## src/rtl/core/rfha_pkg.sv

```systemverilog
`default_nettype none
package rfha_pkg;

  localparam int MAX_TRACKS = 64;
  localparam int COORD_W    = 17;
  localparam int ROAD_W     = 35;
  localparam int OUT_IDX_W  = 6;
  localparam int IDX_W      = $clog2(MAX_TRACKS);
  localparam int CNT_W      = $clog2(MAX_TRACKS + 1);
  localparam int ABS_W      = COORD_W;
  localparam int SQ_W       = 2 * ABS_W;
  localparam int DIST_W     = SQ_W + 1;
  localparam int ROAD_RESET = 6400;

  typedef enum logic [3:0] {
    ST_IDLE  = 4'b0001,
    ST_SCAN  = 4'b0010,
    ST_DRAIN = 4'b0100,
    ST_DEC   = 4'b1000
  } state_t;

  typedef logic signed [COORD_W-1:0] coord_t;
  typedef logic [IDX_W-1:0]          idx_t;
  typedef logic [CNT_W-1:0]          cnt_t;

endpackage
`default_nettype wire

```

## src/rtl/core/road_following_hit_assigner_unit.sv

```systemverilog
`default_nettype none
// Road-following hit assigner: nearest-neighbour track following on hits
// sorted by drift coordinate.
// Input channel in_*: in_tdata = {hit_z, hit_y}, in_tuser = start_event.
// Result channel out_*: out_tdata = track_index, out_tuser = {table_overflow,
// opened_track}. One result per accepted hit, in order.
// Config channel cfg_*: writes road_dist_sq; always ready, write only when idle.
// Track end points live in a 64-entry synchronous RAM. Each hit scans the
// open tracks one entry per cycle through a three-stage read / square /
// add-compare pipe, then writes the chosen entry back and registers the
// result in the output register. The next hit can transfer only after the
// previous one is written back; an empty table or start_event set skips the
// scan.
// Reset (rst_n low, synchronous) empties the track table, sets the threshold
// to 6400 and drops any pending result. The RAM needs no clearing: only
// entries below the open-track count are read. When out_tready is low the
// result holds in the output register; a following hit may still be taken
// and scanned, and waits before write-back until the register frees.
module road_following_hit_assigner_unit (
  input  wire         clk,
  input  wire         rst_n,
  input  wire         in_tvalid,
  output logic        in_tready,
  input  wire  [39:0] in_tdata,   // [16:0] hit_y, [33:17] hit_z, [39:34] zero
  input  wire  [0:0]  in_tuser,   // [0] start_event
  output logic        out_tvalid,
  input  wire         out_tready,
  output logic [7:0]  out_tdata,  // [5:0] track_index, [7:6] zero
  output logic [1:0]  out_tuser,  // [0] opened_track, [1] table_overflow
  input  wire         cfg_valid,
  output logic        cfg_ready,
  input  wire  [34:0] cfg_data    // [34:0] road_dist_sq
);

  rfha_pkg::state_t state_r, state_nxt;

  logic [rfha_pkg::ROAD_W-1:0] road_r;
  rfha_pkg::cnt_t   open_r, open_nxt;
  rfha_pkg::coord_t hy_r, hz_r;
  rfha_pkg::idx_t   scan_idx_r, scan_idx_nxt;

  logic [2*rfha_pkg::COORD_W-1:0] mem [rfha_pkg::MAX_TRACKS];
  logic [2*rfha_pkg::COORD_W-1:0] mem_q_r;
  logic                           rd_en;
  logic                           wr_en;
  rfha_pkg::idx_t                 wr_addr;

  logic           v0_r;
  rfha_pkg::idx_t idx0_r;
  logic           v1_r;
  rfha_pkg::idx_t idx1_r;
  logic [rfha_pkg::SQ_W-1:0] sqy_r, sqz_r;

  logic                        have_r;
  logic [rfha_pkg::DIST_W-1:0] best_d_r;
  rfha_pkg::idx_t              best_r;

  logic                           out_valid_r;
  logic [rfha_pkg::OUT_IDX_W-1:0] out_idx_r;
  logic                           out_open_r, out_ovf_r;

  logic in_xfer, out_free, dec_fire;

  rfha_pkg::coord_t q_y, q_z;
  logic signed [rfha_pkg::COORD_W:0] dy_s, dz_s;
  logic [rfha_pkg::ABS_W-1:0]        dy_a, dz_a;
  logic [rfha_pkg::DIST_W-1:0]       scan_d;

  logic           need_new, room, dec_opened, dec_ovf;
  rfha_pkg::idx_t dec_idx;

  assign cfg_ready  = 1'b1;
  assign in_tready  = (state_r == rfha_pkg::ST_IDLE);
  assign in_xfer    = in_tvalid && in_tready;
  assign out_free   = !out_valid_r || out_tready;
  assign dec_fire   = (state_r == rfha_pkg::ST_DEC) && out_free;
  assign out_tvalid = out_valid_r;
  assign out_tdata  = {2'b00, out_idx_r};
  assign out_tuser  = {out_ovf_r, out_open_r};

  assign rd_en = (state_r == rfha_pkg::ST_SCAN);

  // Square stage inputs
  assign q_y  = mem_q_r[rfha_pkg::COORD_W-1:0];
  assign q_z  = mem_q_r[2*rfha_pkg::COORD_W-1:rfha_pkg::COORD_W];
  assign dy_s = {q_y[rfha_pkg::COORD_W-1], q_y} - {hy_r[rfha_pkg::COORD_W-1], hy_r};
  assign dz_s = {q_z[rfha_pkg::COORD_W-1], q_z} - {hz_r[rfha_pkg::COORD_W-1], hz_r};
  assign dy_a = dy_s[rfha_pkg::COORD_W] ? rfha_pkg::ABS_W'(-dy_s)
                                         : rfha_pkg::ABS_W'(dy_s);
  assign dz_a = dz_s[rfha_pkg::COORD_W] ? rfha_pkg::ABS_W'(-dz_s)
                                         : rfha_pkg::ABS_W'(dz_s);

  assign scan_d = {1'b0, sqy_r} + {1'b0, sqz_r};

  // Decision after the scan
  always_comb begin
    need_new   = !have_r || (best_d_r > rfha_pkg::DIST_W'(road_r));
    room       = (open_r != rfha_pkg::CNT_W'(rfha_pkg::MAX_TRACKS));
    dec_idx    = best_r;
    dec_opened = 1'b0;
    dec_ovf    = 1'b0;
    if (need_new) begin
      if (room) begin
        dec_idx    = rfha_pkg::IDX_W'(open_r);
        dec_opened = 1'b1;
      end else begin
        dec_ovf = 1'b1;
      end
    end
  end

  assign wr_en   = dec_fire;
  assign wr_addr = dec_idx;

  always_comb begin
    state_nxt    = state_r;
    open_nxt     = open_r;
    scan_idx_nxt = scan_idx_r;
    case (state_r)
      rfha_pkg::ST_IDLE: begin
        if (in_xfer) begin
          scan_idx_nxt = '0;
          if (in_tuser[0]) begin
            open_nxt  = '0;
            state_nxt = rfha_pkg::ST_DEC;
          end else if (open_r == '0) begin
            state_nxt = rfha_pkg::ST_DEC;
          end else begin
            state_nxt = rfha_pkg::ST_SCAN;
          end
        end
      end
      rfha_pkg::ST_SCAN: begin
        scan_idx_nxt = scan_idx_r + 1'b1;
        if (rfha_pkg::CNT_W'(scan_idx_r) + 1'b1 == open_r) begin
          state_nxt = rfha_pkg::ST_DRAIN;
        end
      end
      rfha_pkg::ST_DRAIN: begin
        if (!v0_r && !v1_r) begin
          state_nxt = rfha_pkg::ST_DEC;
        end
      end
      rfha_pkg::ST_DEC: begin
        if (out_free) begin
          if (dec_opened) begin
            open_nxt = open_r + 1'b1;
          end
          state_nxt = rfha_pkg::ST_IDLE;
        end
      end
      default: state_nxt = rfha_pkg::ST_IDLE;
    endcase
  end

  // Track end RAM
  always_ff @(posedge clk) begin
    if (wr_en) begin
      mem[wr_addr] <= {hz_r, hy_r};
    end
    if (rd_en) begin
      mem_q_r <= mem[scan_idx_r];
    end
  end

  // Control state
  always_ff @(posedge clk) begin
    if (!rst_n) begin
      state_r     <= rfha_pkg::ST_IDLE;
      open_r      <= '0;
      road_r      <= rfha_pkg::ROAD_W'(rfha_pkg::ROAD_RESET);
      v0_r        <= 1'b0;
      v1_r        <= 1'b0;
      have_r      <= 1'b0;
      out_valid_r <= 1'b0;
    end else begin
      state_r <= state_nxt;
      open_r  <= open_nxt;
      v0_r    <= rd_en;
      v1_r    <= v0_r;
      if (cfg_valid && cfg_ready) begin
        road_r <= cfg_data;
      end
      if (in_xfer) begin
        have_r <= 1'b0;
      end else if (v1_r && (!have_r || scan_d < best_d_r)) begin
        have_r <= 1'b1;
      end
      if (dec_fire) begin
        out_valid_r <= 1'b1;
      end else if (out_tready) begin
        out_valid_r <= 1'b0;
      end
    end
  end

  // Payload and pipe data
  always_ff @(posedge clk) begin
    scan_idx_r <= scan_idx_nxt;
    idx0_r     <= scan_idx_r;
    idx1_r     <= idx0_r;
    sqy_r      <= dy_a * dy_a;
    sqz_r      <= dz_a * dz_a;
    if (in_xfer) begin
      hy_r <= in_tdata[rfha_pkg::COORD_W-1:0];
      hz_r <= in_tdata[2*rfha_pkg::COORD_W-1:rfha_pkg::COORD_W];
    end
    // keep the first minimum: ties stay on the lower index
    if (v1_r && (!have_r || scan_d < best_d_r)) begin
      best_d_r <= scan_d;
      best_r   <= idx1_r;
    end
    if (dec_fire) begin
      out_idx_r  <= rfha_pkg::OUT_IDX_W'(dec_idx);
      out_open_r <= dec_opened;
      out_ovf_r  <= dec_ovf;
    end
  end

endmodule
`default_nettype wire

```

## config.mk

```make
export PLATFORM = sky130hd
export DESIGN_NAME = road_following_hit_assigner_unit
export DESIGN_NICKNAME = d
export VERILOG_FILES = /design/src/rtl/core/rfha_pkg.sv /design/src/rtl/core/road_following_hit_assigner_unit.sv
export SDC_FILE = /design/constraint.sdc
export NUM_CORES = 2
export LEC_CHECK = 0
export BUFFER_PORTS_ARGS = -buffer_cell sky130_fd_sc_hd__buf_2
export CAP_MARGIN = 10
export CELL_PAD_IN_SITES_DETAIL_PLACEMENT = 1
export CELL_PAD_IN_SITES_GLOBAL_PLACEMENT = 1
export CORE_MARGIN = 1.5
export CORE_UTILIZATION = 56
export CTS_CLUSTER_DIAMETER = 50
export DETAILED_ROUTE_END_ITERATION = 12
export PLACE_DENSITY = 0.79
export SYNTH_ARGS = -nofsm -noshare
export SYNTH_HDL_FRONTEND = slang
export SYNTH_SLANG_ARGS = --single-unit
```

## constraint.sdc

```tcl
create_clock -name clk -period 12.1 [get_ports clk]
set_input_delay 0.605 -clock clk [delete_from_list [all_inputs] [get_ports clk]]
set_output_delay 0.605 -clock clk [all_outputs]
set_load 0.02 [all_outputs]
```

==> out/results.txt <==
The run finished with clean final reports. The tools report the initial antenna violation count as 9. Of the cells placed in the final design, the portion with a size suffix greater than 1 is 22.2%. Once detail routing completed, the nets flagged for antenna violations numbered 0. The die is 451 um tall. The number of gates resized after CTS is 0. The number of clock buffers added by TritonCTS is 285. Across every metal layer, demand over resource in global routing totals 32.9%. Clock-pin slew was measured on the worst setup and hold paths at 0.06 ns. DRC violations left: 0. The tools report the layout net count as 7546. During synthesis, Yosys emitted a total of 0 warnings. For this run, asynchronously set or reset flops after synthesis account for 0%. The maximum number of pins on one net before global-route repair is 126, and the top fanout value on the critical path is 37.

The first detailed-routing pass ran for 6 iterations. The worst clock skew is 0.123 ns, and the worst-case headroom to the max-slew limit is 20.1%. The finished layout holds 9596 standard cells, fillers aside.

The number of port buffers was 84. In this design, the critical path's most frequently occurring cell is fa_1. Fill cells in the final layout number 17000. After floorplanning, the core was sized to cover 200000 um^2. Predominant post-synthesis flop cell: edfxtp_1.

Final hold analysis gives a worst-case slack of 0.0437 ns. OpenSTA, run right after detailed placement, puts the worst setup slack at 1.39 ns. In the final routed layout, each cell accounts on average for 34.5 um.

The critical path data required time is 12.83 ns, and the maximum operating frequency is 89.7 MHz. In the finished design, the share of the clock period the worst path needs comes to 92.2%. The tools report the startpoint class of the critical path as a flop.

For the final routed database, the setup TNS stands at 0 ns. The initial utilization of the core area, before any placement, comes to 56.3%. Setup violations remaining at the end of the flow were counted as 0. The synthesized design contains 2427 register bits. The clock reaches the later pin of the worst-skew pair after 0.97 ns. The die is 451 um wide. The final count of pins violating max slew was 0; the relative area change from synthesis to final layout was 12.5%. The average cell area after synthesis is 17.7 um^2, and the final period demand of the worst path is 11.15 ns. Arrival time at the worst endpoint: 11.88 ns.

The library cell used most frequently in the layout, excluding fill and tap cells, is edfxtp_1. The cell count after synthesis came out at 6358. The total placed cells including tap cells was 9038; the worst-margin pin slew was 1.20 ns. The H-tree level count was 5; the number of maximum-capacitance constraint violations was 0.

The worst min-delay path category was input pin to flop. The cell with the largest stage delay on the worst path is o31ai_1. The via count of the first global-routing pass is 66700. Leaving out fill and tap cells, the most frequent cells in the layout are edfxtp_1 (2299), mux4_2 (697), inv_1 (692), fa_1 (383), ha_1 (356). The number of distinct standard cells referenced by the synthesized netlist is 106. Yosys mapped a number of flops with a built-in enable equal to 2299.

TritonCTS built the clock tree. Portion of the post-synthesis area used by sequential elements: 63.6%. The delay contributed by the slowest stage of the critical path is 0.65 ns.

The tree is rooted in a clkbuf_16. Once routing completed, OpenROAD measured the worst setup slack at 0.947 ns. The aggregate global routing overflow was 0; the total number of vias was 62500. During I/O placement, the number of pins put on the boundary was 94. The initialized floorplan defines 164 standard-cell rows.

After synthesis the cells add up to 112000 um^2. The sort of element at the end of the critical path was a flop. For the number of hold-slack violations in the final timing report, the log shows 0.

The area of the multi-input gates was 37700 um^2; the footprint of the flip-flops and latches was 71600 um^2. After the first detailed-routing iteration, the DRC count stood at 7345. For this design, the sink count on the clock tree is 2427. The global-route wire length before repair came out at 475 mm.

The tools report the final weighted congestion in routability-driven placement as 0.855. The die outline area is 204000 um^2, and the via count normalized by instance count is 6.51. Setup repair after global routing left no endpoint under its margin. The worst setup path is of the flop to flop kind. The clock passes through at most 4 buffers. The routed design has 331 mm of wire. Detailed placement ended at an HPWL of 184 mm.
repair_timing:
action,CTS,global route
setup buffers,0,0
hold buffers,57,0
hold endpoints to repair,57,0
flip-flops by register name, summed over array words and instances (netlist names), 7 cells and up:
name,cells
road_r,35
sqz_r,33
best_d_r,35
hy_r,17
mem,2176
open_r,7
sqy_r,33
hz_r,17
mem_q_r,34
logic make-up after synthesis:
logic type,share of synthesized area [%]
and+or+nand+nor,3.45
AOI/OAI and AO/OA,2.92
adders and majority gates,10.8
other,0.00668
xor gates and xnor gates,1.32
DFF,63.6
muxes,14.6
buffers and inverters,3.27
synth_stat cells (all sizes together) (6+ instances only):
| library cell | number | area, um^2 |
|---|---|---|
| or2 | 20 | 125 |
| nor3b | 6 | 45.0 |
| and3 | 16 | 105 |
| clkbuf | 140 | 526 |
| o21a | 32 | 240 |
| o211a | 6 | 60.1 |
| edfxtp | 2299 | 69000 |
| or3 | 9 | 61.3 |
| mux2 | 18 | 203 |
| nor2 | 265 | 1010 |
| inv | 720 | 2700 |
| ha | 356 | 4450 |
| nor3 | 52 | 282 |
| nand2 | 237 | 892 |
| o21ai | 113 | 573 |
| nor2b | 71 | 444 |
| and2 | 18 | 113 |
| xor2 | 54 | 518 |
| o21bai | 13 | 97.6 |
| dfxtp | 128 | 2560 |
| xnor2 | 103 | 943 |
| nor4 | 6 | 37.5 |
| a21boi | 8 | 63.8 |
| o221ai | 8 | 76.3 |
| a31oi | 10 | 62.6 |
| o22ai | 7 | 50.1 |
| mux2i | 54 | 541 |
| nand3 | 28 | 145 |
| o211ai | 12 | 90.1 |
| nand3b | 6 | 57.6 |
| a21oi | 128 | 667 |
| a21o | 63 | 473 |
| o31ai | 10 | 85.1 |
| o2bb2ai | 7 | 61.3 |
| a211oi | 9 | 77.6 |
| mux4 | 697 | 15700 |
| buf | 96 | 442 |
| o2111ai | 6 | 52.6 |
| nand4 | 22 | 138 |
| a2111oi | 6 | 66.3 |
| fa | 383 | 7670 |
| nand2b | 41 | 259 |
metrics by stage:
step	utilization (%)	cell area, um^2
3_3_place_gp	58.7	117000
5_1_grt	63.4	127000
4_1_cts	63.4	127000
6_report	63.4	127000
3_5_place_dp	58.7	117000
2_1_floorplan	-	112000
cell type report:
class / count / share of cell area [%]
antenna: 7 / 0.0138
clock buffer: 342 / 5.86
clock inverter: 152 / 1.10
inverter: 723 / 2.14
multi-input combinational: 2973 / 29.8
sequential: 2427 / 56.6
tap: 2656 / 2.63
timing repair buffer: 316 / 1.89
final timing paths:
check             depth (start not counted)   endpoint         from  slack, ns
setup / recovery                         35  sqy_r[33]      hy_r[0]       0.95
hold / removal                            1    hy_r[1]  in_tdata[1]       0.04
setup reg to reg                         35  sqy_r[33]      hy_r[0]       0.95
hold reg to reg                           0  idx1_r[3]    idx0_r[3]       0.34
layer usage:
metal / GRT usage [%] / up-vias / routed length [um]
met5: 0 / - / 23
met2: 54.3 / 3807 / 163000
met4: 17.0 / 4 / 20000
met3: 6.08 / 922 / 30700
met1: 41.9 / 32800 / 117000
li1: - / 24900 / -
critical path: cells and delay by family, from the launching register on:
kind	cells	cell delay (ns)
xor+xnor	2	0.51
flops	1	0.40
buf+inv	6	1.20
compound gates	16	4.72
simple gates	3	0.50
fa+ha+maj	8	3.62
Power is not shown: default switching activity piles up to over one toggle a cycle in this logic, so the estimate is an artifact.
